## src/alpha_beta_target_tracker_2d_unit_assert.svh

```systemverilog
// assertion macros for the alpha-beta target tracker
// needs clk_i and rst_ni in the scope where a macro is used
`ifndef ALPHA_BETA_TARGET_TRACKER_2D_UNIT_ASSERT_SVH
`define ALPHA_BETA_TARGET_TRACKER_2D_UNIT_ASSERT_SVH

// same-cycle implication
`define ABTT_ASSERT_IMPL(lbl, ante, cons) \
  lbl: assert property (@(posedge clk_i) disable iff (!rst_ni) (ante) |-> (cons)) \
    else $error("abtt assertion failed");

// next-cycle implication
`define ABTT_ASSERT_NEXT(lbl, ante, cons) \
  lbl: assert property (@(posedge clk_i) disable iff (!rst_ni) (ante) |=> (cons)) \
    else $error("abtt assertion failed");

`endif

```

## src/abtt_pkg.sv

```systemverilog
// package for the alpha-beta target tracker
// widths, fixed-point constants, register indexes and the config struct
`timescale 1ns / 1ps

package abtt_pkg;

  localparam int POS_FRAC_BITS  = 4;
  localparam int GAIN_FRAC_BITS = 15;

  localparam int COORD_W = 16;
  localparam int GAIN_W  = 16;
  localparam int POS_W   = COORD_W + POS_FRAC_BITS;
  localparam int VEL_W   = POS_W + 1;
  localparam int ACC_W   = VEL_W + 5;
  localparam int PROD_W  = GAIN_W + 1 + ACC_W;
  localparam int CFG_W   = 16;
  localparam int CFG_IDX_W = 3;

  localparam logic [GAIN_W-1:0] GAIN_ONE = GAIN_W'(1 << GAIN_FRAC_BITS);
  localparam int POS_HALF = (POS_FRAC_BITS > 0) ? (1 << (POS_FRAC_BITS - 1)) : 0;

  typedef enum logic [CFG_IDX_W-1:0] {
    CFG_SMOOTHING_ON   = 3'd0,
    CFG_POSITION_GAIN  = 3'd1,
    CFG_VELOCITY_GAIN  = 3'd2,
    CFG_VELOCITY_LIMIT = 3'd3,
    CFG_IMAGE_WIDTH    = 3'd4,
    CFG_IMAGE_HEIGHT   = 3'd5,
    CFG_NO_TARGET_CODE = 3'd6
  } cfg_idx_e;

  typedef struct packed {
    logic                    bypass;
    logic [COORD_W-1:0]      no_target_code;
    logic [GAIN_W-1:0]       alpha;
    logic [GAIN_W-1:0]       beta;
    logic signed [VEL_W-1:0] vmax;
    logic [COORD_W-1:0]      lim_x;
    logic [COORD_W-1:0]      lim_y;
  } cfg_t;

endpackage

```

## src/abtt_axis.sv

```systemverilog
// one axis of the alpha-beta update, combinational
// clamps the measurement, predicts, corrects, limits and rounds; uses abtt_pkg
`timescale 1ns / 1ps

module abtt_axis import abtt_pkg::*; (
  input  logic                    locked_i,
  input  logic [COORD_W-1:0]      meas_i,
  input  logic [COORD_W-1:0]      lim_i,
  input  logic [POS_W-1:0]        pos_i,
  input  logic signed [VEL_W-1:0] vel_i,
  input  logic [GAIN_W-1:0]       alpha_i,
  input  logic [GAIN_W-1:0]       beta_i,
  input  logic signed [VEL_W-1:0] vmax_i,
  output logic [POS_W-1:0]        pos_o,
  output logic signed [VEL_W-1:0] vel_o,
  output logic [COORD_W-1:0]      coord_o
);

  logic [COORD_W-1:0]       meas_c;
  logic [POS_W-1:0]         meas_q;
  logic signed [ACC_W-1:0]  meas_s;
  logic signed [ACC_W-1:0]  lim_s;
  logic signed [ACC_W-1:0]  pred;
  logic signed [ACC_W-1:0]  resid;
  logic signed [PROD_W-1:0] prod_a;
  logic signed [PROD_W-1:0] prod_b;
  logic [PROD_W-1:0]        bias_a;
  logic [PROD_W-1:0]        bias_b;
  logic signed [ACC_W-1:0]  corr_a;
  logic signed [ACC_W-1:0]  corr_b;
  logic signed [ACC_W-1:0]  p_raw;
  logic signed [ACC_W-1:0]  v_raw;
  logic signed [ACC_W-1:0]  v_lim;
  logic signed [ACC_W-1:0]  vmax_s;
  logic signed [ACC_W-1:0]  p_c;
  logic signed [ACC_W-1:0]  v_c;
  logic [POS_W-1:0]         rnd;

  always_comb begin
    meas_c = (meas_i > lim_i) ? lim_i : meas_i;
    meas_q = POS_W'(meas_c) << POS_FRAC_BITS;
    meas_s = $signed(ACC_W'(meas_q));
    lim_s  = $signed(ACC_W'(POS_W'(lim_i) << POS_FRAC_BITS));
    vmax_s = ACC_W'(vmax_i);

    pred  = $signed(ACC_W'(pos_i)) + ACC_W'(vel_i);
    resid = meas_s - pred;

    prod_a = $signed({1'b0, alpha_i}) * resid;
    prod_b = $signed({1'b0, beta_i}) * resid;
    // truncate toward zero
    bias_a = prod_a[PROD_W-1] ? PROD_W'((1 << GAIN_FRAC_BITS) - 1) : '0;
    bias_b = prod_b[PROD_W-1] ? PROD_W'((1 << GAIN_FRAC_BITS) - 1) : '0;
    corr_a = $signed(ACC_W'((prod_a + bias_a) >> GAIN_FRAC_BITS));
    corr_b = $signed(ACC_W'((prod_b + bias_b) >> GAIN_FRAC_BITS));

    p_raw = pred + corr_a;
    v_raw = ACC_W'(vel_i) + corr_b;

    if (v_raw > vmax_s) begin
      v_lim = vmax_s;
    end else if (v_raw < -vmax_s) begin
      v_lim = -vmax_s;
    end else begin
      v_lim = v_raw;
    end

    p_c = p_raw;
    v_c = v_lim;
    if (p_raw < 0) begin
      p_c = '0;
      if (v_lim < 0) v_c = '0;
    end else if (p_raw > lim_s) begin
      p_c = lim_s;
      if (v_lim > 0) v_c = '0;
    end

    if (!locked_i) begin
      pos_o = meas_q;
      vel_o = '0;
    end else begin
      pos_o = p_c[POS_W-1:0];
      vel_o = v_c[VEL_W-1:0];
    end

    rnd = pos_o + POS_W'(POS_HALF);
    coord_o = locked_i ? rnd[POS_W-1:POS_FRAC_BITS] : meas_c;
  end

endmodule

```

## config.mk

```make
export PLATFORM = sky130hd
export DESIGN_NAME = abtt_axis
export DESIGN_NICKNAME = d
export VERILOG_FILES = /design/src/alpha_beta_target_tracker_2d_unit_assert.svh /design/src/abtt_pkg.sv /design/src/abtt_axis.sv
export SDC_FILE = /design/constraint.sdc
export NUM_CORES = 2
export LEC_CHECK = 0
export CAP_MARGIN = 5
export CORE_ASPECT_RATIO = 0.75
export CORE_MARGIN = 2
export CORE_UTILIZATION = 25
export DETAILED_ROUTE_END_ITERATION = 12
export DONT_BUFFER_PORTS = 1
export SLEW_MARGIN = 10
export SYNTH_ARGS = -nofsm -noshare
export SYNTH_HDL_FRONTEND = slang
export SYNTH_SLANG_ARGS = --single-unit
```

## constraint.sdc

```tcl
create_clock -name vclk -period 37.5
set_input_delay 1.875 -clock vclk [all_inputs]
set_output_delay 1.875 -clock vclk [all_outputs]
set_load 0.02 [all_outputs]
```

==> results.md <==
* Rel. slew slack at 8.56%
* Final cell count without fillers at 6614
* Yosys top cell by area: fa_1
* FFs & Latches at 0
* Die height at 343 um
* GP Congestion at 0.968
* Register Area at 0 um^2
* Post-Syn Area at 38300 um^2
* Placed wire-length estimate at 99700 um
* First-pass GRT wire length at 193000 um
* Placed cell count at 6608
* Final slew viol count at 0
* GR Util All Layers at 15.5%
* CP Launch Type: primary input
* Worst-Margin Slew at 1350 ps
* Utilization after layout at 26.6%
* Min-delay worst type: primary input to output port
* Initial Util at 25.2%
* Remaining global-route overflow at 0
* Largest net degree at the start of global routing at 46
* Routed Antenna Nets at 0
* Worst Path Required at 35620 ps
* Core box area at 152000 um^2
* Share of layout cells above drive strength 1 at 2.46%
* CP max stage cell: a31oi_1
* Synth Area per Inst at 8.06 um^2
* Die area at 157000 um^2
* Largest stage delay, worst path at 950 ps
* Area growth syn-to-layout at 5.68%
* Max FO, Critical Path at 31
* Fin crit share at 68.8%
* DR pass1 iterations at 8
* Fill count at 16600
* Setup TNS at 0 ps
* Initial DRC Count at 2498
* Final WL at 121000 um
* Post-CTS Setup Bufs at 0
* Minimum clock period after layout at 25790 ps
* CP most frequent cell: a21oi_1
* Crit Path Class: primary input to output port
* Via count at 32800
* Layout clock buffer count at 0
* Remaining DRCs at 0
* DR WL/cell at 18.3 um
* IO Count at 184
* Die Span X at 456 um
* Final nets at 5828
* Status: completed
* Synth cell count leaders: 893 x inv_1, 720 x fa_1, 627 x nand2_1, 387 x ha_1, 316 x and2_1
* Hold slack at 3900 ps
* Top-area cell type share of the netlist area at 37.6%
* Hold buffer count at cts at 0
* Vias in the first global route at 33200
* F_max at 0.0388 GHz
* Top-count cell post-synth: inv_1
* Final setup viols at 0
* Sequential fraction of the synthesis area at 0%
* Synth top area cells: fa_1 38%, ha_1 13%, inv_1 8.7%
* Initial antenna violation count at 12
* Max Cap Viol at 0
* FP Rows at 124
* Vias per inst at 4.95
* Crit end category: output port
* Post-Syn Instances at 4758
* RSZ-0062 raised after global routing: false
* Arrival time worst endpoint at 23920 ps
* Yosys warns at 0
* Final Hold Vio Count at 0
* Post-Synthesis Net Count at 5992
* Post_cts resized at 0
* Port Buffers at 0
* Post-synth cell types at 96
-- final cells by class --
class	count	area, um^2	area share, %
Multi-Input combinational cell	3666	34400	84.9
Antenna cell	6	15.0	0.0371
Tap cell	2016	2520	6.22
Timing Repair Buffer	32	235	0.580
Inverter	894	3360	8.28
-- path summary, 6_finish.rpt --
kind                  cells after the start  slack (ps)     endpoint      start
worst min-delay path                      1        3900   coord_o[9]   locked_i
worst max-delay path                     76       11710  coord_o[10]  lim_i[13]
-- routing by layer --
layer  wire (um)  GRT usage [%]  vias to the layer above
met4        1690           1.89                       14
li1            -              -                    14900
met1       57200           23.0                    16400
met3       13100           4.28                      100
met5          81              0                        -
met2       49100           22.6                     1280
-- layout by cell type, fill, tap and decap left out, types with 19 or more instances in the layout --
master / count
a211oi_1: 39
a21o_1: 91
a21oi_1: 207
a31oi_1: 26
and2_1: 316
and3_1: 45
buf_4: 30
fa_1: 720
ha_1: 387
inv_1: 893
nand2_1: 627
nand3_1: 62
nand4_1: 33
nor2_1: 195
nor2b_1: 21
nor3_1: 84
nor4_1: 24
o211ai_1: 25
o21a_1: 39
o21ai_0: 141
o21bai_1: 27
o22ai_1: 22
or2_2: 19
or3_1: 20
xnor2_1: 145
xor2_1: 53
-- through the flow --
stage | instance area (um^2) | worst slack, ps
floorplan | 38300 | 16130
global placement | 40500 | 12550
detailed placement | 40500 | 12230
CTS | 40500 | 12130
global route | 40500 | 10110
finish | 40500 | 11710
-- cells by family (layout without fill, tap and decap cells) --
| logic type | Yosys count | in the layout | share of synthesized area [%] |
|---|---|---|---|
| buffers and inverters | 1092 | 926 | 10.8 |
| adders and majority gates | 1112 | 1112 | 50.4 |
| xor gates and xnor gates | 219 | 219 | 5.04 |
| muxes | 26 | 26 | 0.708 |
| other | 0 | 6 | 0 |
| and+or+nand+nor | 1529 | 1529 | 19.6 |
| AOI/OAI and AO/OA | 780 | 780 | 13.6 |
-- critical path: cells and delay by family --
family,cells,cell delay [ps]
buf+inv,8,1380
compound gates,35,9170
xor+xnor,3,570
fa+ha+maj,13,5740
mux,2,1000
simple gates,15,4100
