### src/alpha_beta_target_tracker_2d_unit_assert.svh
// assertion macros for the alpha-beta target tracker
// needs clk_i and rst_ni in the scope where a macro is used
`ifndef ALPHA_BETA_TARGET_TRACKER_2D_UNIT_ASSERT_SVH
`define ALPHA_BETA_TARGET_TRACKER_2D_UNIT_ASSERT_SVH

// same-cycle implication
`define ABTT_ASSERT_IMPL(lbl, ante, cons) \
  lbl: assert property (@(posedge clk_i) disable iff (!rst_ni) (ante) |-> (cons)) \
    else $error("abtt assertion failed");

// next-cycle implication
`define ABTT_ASSERT_NEXT(lbl, ante, cons) \
  lbl: assert property (@(posedge clk_i) disable iff (!rst_ni) (ante) |=> (cons)) \
    else $error("abtt assertion failed");

`endif

### src/abtt_pkg.sv
// package for the alpha-beta target tracker
// widths, fixed-point constants, register indexes and the config struct
`timescale 1ns / 1ps

package abtt_pkg;

  localparam int POS_FRAC_BITS  = 4;
  localparam int GAIN_FRAC_BITS = 15;

  localparam int COORD_W = 16;
  localparam int GAIN_W  = 16;
  localparam int POS_W   = COORD_W + POS_FRAC_BITS;
  localparam int VEL_W   = POS_W + 1;
  localparam int ACC_W   = VEL_W + 5;
  localparam int PROD_W  = GAIN_W + 1 + ACC_W;
  localparam int CFG_W   = 16;
  localparam int CFG_IDX_W = 3;

  localparam logic [GAIN_W-1:0] GAIN_ONE = GAIN_W'(1 << GAIN_FRAC_BITS);
  localparam int POS_HALF = (POS_FRAC_BITS > 0) ? (1 << (POS_FRAC_BITS - 1)) : 0;

  typedef enum logic [CFG_IDX_W-1:0] {
    CFG_SMOOTHING_ON   = 3'd0,
    CFG_POSITION_GAIN  = 3'd1,
    CFG_VELOCITY_GAIN  = 3'd2,
    CFG_VELOCITY_LIMIT = 3'd3,
    CFG_IMAGE_WIDTH    = 3'd4,
    CFG_IMAGE_HEIGHT   = 3'd5,
    CFG_NO_TARGET_CODE = 3'd6
  } cfg_idx_e;

  typedef struct packed {
    logic                    bypass;
    logic [COORD_W-1:0]      no_target_code;
    logic [GAIN_W-1:0]       alpha;
    logic [GAIN_W-1:0]       beta;
    logic signed [VEL_W-1:0] vmax;
    logic [COORD_W-1:0]      lim_x;
    logic [COORD_W-1:0]      lim_y;
  } cfg_t;

endpackage

### src/abtt_cfg_regs.sv
// configuration registers of the target tracker
// holds the seven registers and derives gains, limits and the bypass flag
`timescale 1ns / 1ps

module abtt_cfg_regs import abtt_pkg::*; (
  input  logic                 clk_i,
  input  logic                 rst_ni,
  input  logic                 cfg_we_i,
  input  logic [CFG_IDX_W-1:0] cfg_idx_i,
  input  logic [CFG_W-1:0]     cfg_data_i,
  output cfg_t                 cfg_o
);

  logic               smoothing_on_q;
  logic [GAIN_W-1:0]  position_gain_q;
  logic [GAIN_W-1:0]  velocity_gain_q;
  logic [CFG_W-1:0]   velocity_limit_q;
  logic [COORD_W-1:0] image_width_q;
  logic [COORD_W-1:0] image_height_q;
  logic [COORD_W-1:0] no_target_code_q;

  always_ff @(posedge clk_i or negedge rst_ni) begin
    if (!rst_ni) begin
      smoothing_on_q   <= 1'b1;
      position_gain_q  <= GAIN_W'(16384);
      velocity_gain_q  <= GAIN_W'(4096);
      velocity_limit_q <= CFG_W'(64);
      image_width_q    <= COORD_W'(640);
      image_height_q   <= COORD_W'(480);
      no_target_code_q <= COORD_W'(65535);
    end else if (cfg_we_i) begin
      case (cfg_idx_i)
        CFG_SMOOTHING_ON:   smoothing_on_q   <= cfg_data_i[0];
        CFG_POSITION_GAIN:  position_gain_q  <= cfg_data_i;
        CFG_VELOCITY_GAIN:  velocity_gain_q  <= cfg_data_i;
        CFG_VELOCITY_LIMIT: velocity_limit_q <= cfg_data_i;
        CFG_IMAGE_WIDTH:    image_width_q    <= cfg_data_i;
        CFG_IMAGE_HEIGHT:   image_height_q   <= cfg_data_i;
        CFG_NO_TARGET_CODE: no_target_code_q <= cfg_data_i;
        default: ;
      endcase
    end
  end

  always_comb begin
    cfg_o.bypass = !smoothing_on_q || (image_width_q == '0) || (image_height_q == '0);
    cfg_o.no_target_code = no_target_code_q;
    cfg_o.alpha = (position_gain_q > GAIN_ONE) ? GAIN_ONE : position_gain_q;
    cfg_o.beta  = (velocity_gain_q > GAIN_ONE) ? GAIN_ONE : velocity_gain_q;
    cfg_o.vmax  = $signed(VEL_W'(velocity_limit_q) << POS_FRAC_BITS);
    cfg_o.lim_x = image_width_q - COORD_W'(1);
    cfg_o.lim_y = image_height_q - COORD_W'(1);
  end

endmodule

### config.mk
export PLATFORM = sky130hd
export DESIGN_NAME = abtt_cfg_regs
export DESIGN_NICKNAME = d
export VERILOG_FILES = /design/src/alpha_beta_target_tracker_2d_unit_assert.svh /design/src/abtt_pkg.sv /design/src/abtt_cfg_regs.sv
export SDC_FILE = /design/constraint.sdc
export NUM_CORES = 1
export LEC_CHECK = 0
export BUFFER_PORTS_ARGS = -buffer_cell sky130_fd_sc_hd__buf_2
export CAP_MARGIN = 20
export CORE_AREA = 10 10 101 103
export DETAILED_ROUTE_END_ITERATION = 10
export DIE_AREA = 0 0 111 113
export HOLD_SLACK_MARGIN = 0.03
export PLACE_DENSITY = 0.87
export REMOVE_ABC_BUFFERS = 1
export SYNTH_ARGS = -nofsm -noshare
export SYNTH_HDL_FRONTEND = slang
export SYNTH_SLANG_ARGS = --single-unit
### constraint.sdc
create_clock -name clk_i -period 5.05 [get_ports clk_i]
set_input_delay 0.2525 -clock clk_i [delete_from_list [all_inputs] [get_ports clk_i]]
set_output_delay 0.2525 -clock clk_i [all_outputs]
set_load 0.005 [all_outputs]
==> results.txt <==
----------------------------------------------------
[Clock tree]
  CTS Buffer Depth ... 2
  Root buf cell ... sky130_fd_sc_hd__clkbuf_8
  Post-cts hold buffer count ... 1
  Count of buffers added by post-CTS timing repair for setup ... 0
  TritonCTS clock tree ... done
  Number of buffers created by CTS ... 9
  Number of levels the H-tree was split into ... 3
  Clock transition at the registers of the reported paths ... ~0.09 ns
  Resize count post-CTS ... 0
  CTS sink count ... 97
  Clk Latency, worst-skew pair ... 0.34 ns

[Yosys]
  Prevailing post-synth register cell ... sky130_fd_sc_hd__dfrtp_1
  Synthesis warning total ... 0
  Share of flip-flops with an asynchronous set or reset ... 100.0%
  Number of enable flip-flop cells after synthesis ... 0
  Cell area after synthesis ... approximately 0.0045 mm²
  Mapped Cells ... 350
  Syn Area/Cell ... 12.89 µm²
  Register bit count reported by yosys ... slightly below 100
  Register area share after synthesis ... ~55%
  Number of different library cells in the post-synthesis netlist ... 30

[Floorplanning]
  Top-level port count ... 124
  Die area ... around 0.013 mm²
  Area of the core ... 0.008134 mm²
  Die Span Y ... ~110 µm
  Number of rows created at floorplan ... 33
  Die boundary width ... between 100 and 150 µm
  Effective utilization at floorplan ... a little under three fifths

[Setup path]
  Biggest fanout along the worst timing path ... 4
  Cell class contributing the biggest share of worst-path delay ... simple AND/OR/NAND/NOR gates
  Required time of the critical path ... ~4.8 ns
  Worst stage delay on the critical path ... ~0.55 ns
  R2R Path Start ... velocity_gain_q[15]
  Count of buffer and inverter cells on the critical path ... 1
  Type of the worst setup path ... reg -> out
  Ordered cell list for the critical path ... or4_4 > or4_4 > nor3_2 > xor2_1 > buf_2
  Arrival time of the worst setup path ... 2.24 ns
  Worst setup path startpoint ... image_width_q[9]
  Sort of element at the start of the critical path ... flip-flop
  CP endpoint kind ... output port
  Cell type of the slowest stage on the worst timing path ... sky130_fd_sc_hd__or4_4
  Most numerous cell on the critical path ... sky130_fd_sc_hd__or4_4

[Timing]
  Setup repair after global routing missed its margin ... false
  Period utilisation layout ... 49.35%
  Skew final ... 0 ns
  Worst rel slew slack ... a little under two fifths
  Total Neg Setup Slack ... 0 ns
  Final setup violation count ... 0
  Number of pins with negative max-slew slack in the final report ... 0
  Worst slew pin tran ... approximately 0.93 ns
  Highest clock rate ... 401.2 MHz
  Count of final hold-check violations ... 0
  Final min period ... ~2.5 ns

[Min path]
  Worst min-delay path startpoint ... cfg_data_i[15]
  Worst min-delay path class ... in -> reg

[Power]
  Reported net switching power ... approximately 0.00066 W
  Combinational group share of total power ... between 20% and 30%
  Internal Power ... around 0.0015 W
  Clock share of power ... around 20%
  Power Total ... around 0.0022 W
  Pwr dens ... 400.9 mW/mm²
  Highest ir drop seen on vdd ... between 200 and 300 µV
  Leakage power summed over all cells ... roughly 2.5 nW
  Switching part of the total power ... a little under a third
  Sequential share of power ... between 50% and 60%

[Run status]
  Run status ... complete, no violations

[Detailed routing]
  Routed wirelength normalized by instance count ... roughly 20 µm
  Post-route ant nets ... 0
  Count of routing violations after the opening detailed-route iteration ... roughly 120
  Vias/cell ... between 5 and 6
  # DRC ... 0
  Final wirelength ... roughly 12 mm
  Routed vias ... roughly 3100
  Pre-Repair DR Iteration Count ... 4

[Job]
  Number of max-cap violations ... 0

[Finish]
  Number of nets in the finished design ... between 400 and 500
  Signed area change from the synthesized netlist to the final layout ... 19.41%
  Fraction of final layout cells sized beyond drive strength 1 ... between 50% and 60%
  Antenna cell count ... 0
  Fraction of the core area covered by cells at the end of the flow ... between 60% and 70%

[Global route]
  Via count of the first global-routing pass ... 3382
  GRT Util Overall ... between 15 and 20%
  Initial antenna violation count ... 0
  First-pass GRT wire length ... roughly 18 mm
  Overflow left after global routing ... 0
  Largest net degree at the start of global routing ... between 70 and 80

[Placed design]
  Placer congestion estimate ... between 0.8 and 0.9
  Detailed-placement wirelength estimate ... 8.576 mm
  Number of I/O port buffers ... about 120

----------------------------------------------------
==> flip-flops by register name, indices dropped and copies added, names as in the netlist <==
register	flops
image_height_q	16
image_width_q	16
no_target_code_q	16
position_gain_q	16
velocity_gain_q	16
velocity_limit_q	16
smoothing_on_q	1
==> layer usage <==
layer  up-vias  GRT usage (%)  wire, µm
li1       1460              -         -
met1      1576          22.69      4960
met2        96          30.35      5678
met3         2          5.335       848
met4         0          4.340        32
met5         -              0         0
==> cells in the mapped netlist (3+ instances only) <==
master / count / share of area [%]
sky130_fd_sc_hd__buf_2: 3 / 0.33
sky130_fd_sc_hd__buf_4: 5 / 0.83
sky130_fd_sc_hd__clkbuf_1: 9 / 0.75
sky130_fd_sc_hd__dfrtp_1: 71 / 39
sky130_fd_sc_hd__dfstp_2: 26 / 15
sky130_fd_sc_hd__inv_1: 8 / 0.67
sky130_fd_sc_hd__mux2_2: 93 / 23
sky130_fd_sc_hd__nand2_1: 17 / 1.4
sky130_fd_sc_hd__nand4b_1: 5 / 0.97
sky130_fd_sc_hd__nor2_1: 11 / 0.92
sky130_fd_sc_hd__nor2b_1: 30 / 4.2
sky130_fd_sc_hd__nor3_1: 9 / 1.0
sky130_fd_sc_hd__nor4_1: 12 / 1.7
sky130_fd_sc_hd__o21ai_0: 5 / 0.55
sky130_fd_sc_hd__xnor2_1: 5 / 0.97
sky130_fd_sc_hd__xor2_1: 20 / 3.9
==> logic make-up (layout without fill, tap and decap cells) <==
family                   Yosys count  in the layout  share of synthesized area (%)
AO/OA/AOI/OAI                      9              9                          1.276
XOR/XNOR                          25             25                          4.853
adder cells (fa/ha/maj)            2              2                         0.5545
buffers and inverters             25            149                          2.579
flip-flops                        97             97                          54.52
multiplexers                      93             93                          23.21
other                              1              5                        0.08311
AND/OR/NAND/NOR                   98             98                          12.92
==> placed cells by master (no fill, tap or decap), types with 2 or more instances in the layout <==
master                       n
sky130_fd_sc_hd__buf_2     117
sky130_fd_sc_hd__mux2_2     93
sky130_fd_sc_hd__dfrtp_1    71
sky130_fd_sc_hd__nor2b_1    30
sky130_fd_sc_hd__dfstp_2    26
sky130_fd_sc_hd__xor2_1     20
sky130_fd_sc_hd__nand2_1    17
sky130_fd_sc_hd__nor4_1     12
sky130_fd_sc_hd__nor2_1     11
sky130_fd_sc_hd__nor3_1      9
sky130_fd_sc_hd__clkbuf_8    9
sky130_fd_sc_hd__inv_1       8
sky130_fd_sc_hd__nand4b_1    5
sky130_fd_sc_hd__xnor2_1     5
sky130_fd_sc_hd__o21ai_0     5
sky130_fd_sc_hd__conb_1      5
sky130_fd_sc_hd__clkbuf_1    5
sky130_fd_sc_hd__buf_4       4
sky130_fd_sc_hd__or4_1       2
sky130_fd_sc_hd__or4_4       2
sky130_fd_sc_hd__nor3_2      2
sky130_fd_sc_hd__nand3_1     2
sky130_fd_sc_hd__a41oi_1     2
sky130_fd_sc_hd__nor3b_2     2
sky130_fd_sc_hd__ha_1        2
sky130_fd_sc_hd__clkinv_2    2
sky130_fd_sc_hd__buf_6       2
==> power by group through the flow <==
stage	Clock (W)	Sequential, W	Combinational, W
after global placement	0	0.00113	0.000597
after global routing	0.000468	0.00116	0.000675
after CTS	0.000432	0.00113	0.000621
final	0.000423	0.00113	0.000604
after detailed placement	0	0.00114	0.000618
after floorplan	0	0.00111	0.000320
==> stage by stage <==
stage	worst slack [ns]	hold WS, ns	instance area [µm²]	instances
2_1_floorplan	3.100	-0.04309	4441	337
3_3_place_gp	2.967	0.1449	5187	563
3_5_place_dp	2.918	0.1556	5199	564
4_1_cts	2.549	0.2069	5361	581
5_1_grt	2.442	0.2272	5388	583
6_report	2.558	0.2057	5388	583
==> worst register-to-register path: stages (launching register included) <==
cell and delay (ns):
sky130_fd_sc_hd__dfrtp_1 0.55, sky130_fd_sc_hd__inv_1 0.10, sky130_fd_sc_hd__o21ai_0 0.16
==> area by class of cell <==
type	instances	area, µm²
fillers	639	2746
flip-flops and latches	97	2460
multi-input cells	232	1951
repair buffers	125	663.1
clock buffers	14	142.6
well taps	105	131.4
inverters	8	30.03
clock inverters	2	10.01
==> path summary, 6_finish.rpt <==
kind,end,slack [ns],depth (start not counted)
min in group asynchronous,position_gain_q[4],0.33,2
hold / removal,position_gain_q[15],0.21,3
hold reg to reg,velocity_limit_q[3],0.51,1
max in group asynchronous,velocity_gain_q[3],3.50,3
setup / recovery,cfg_o[30],2.56,5
setup reg to reg,velocity_gain_q[15],4.17,2
(Power assumes the default switching activity.)
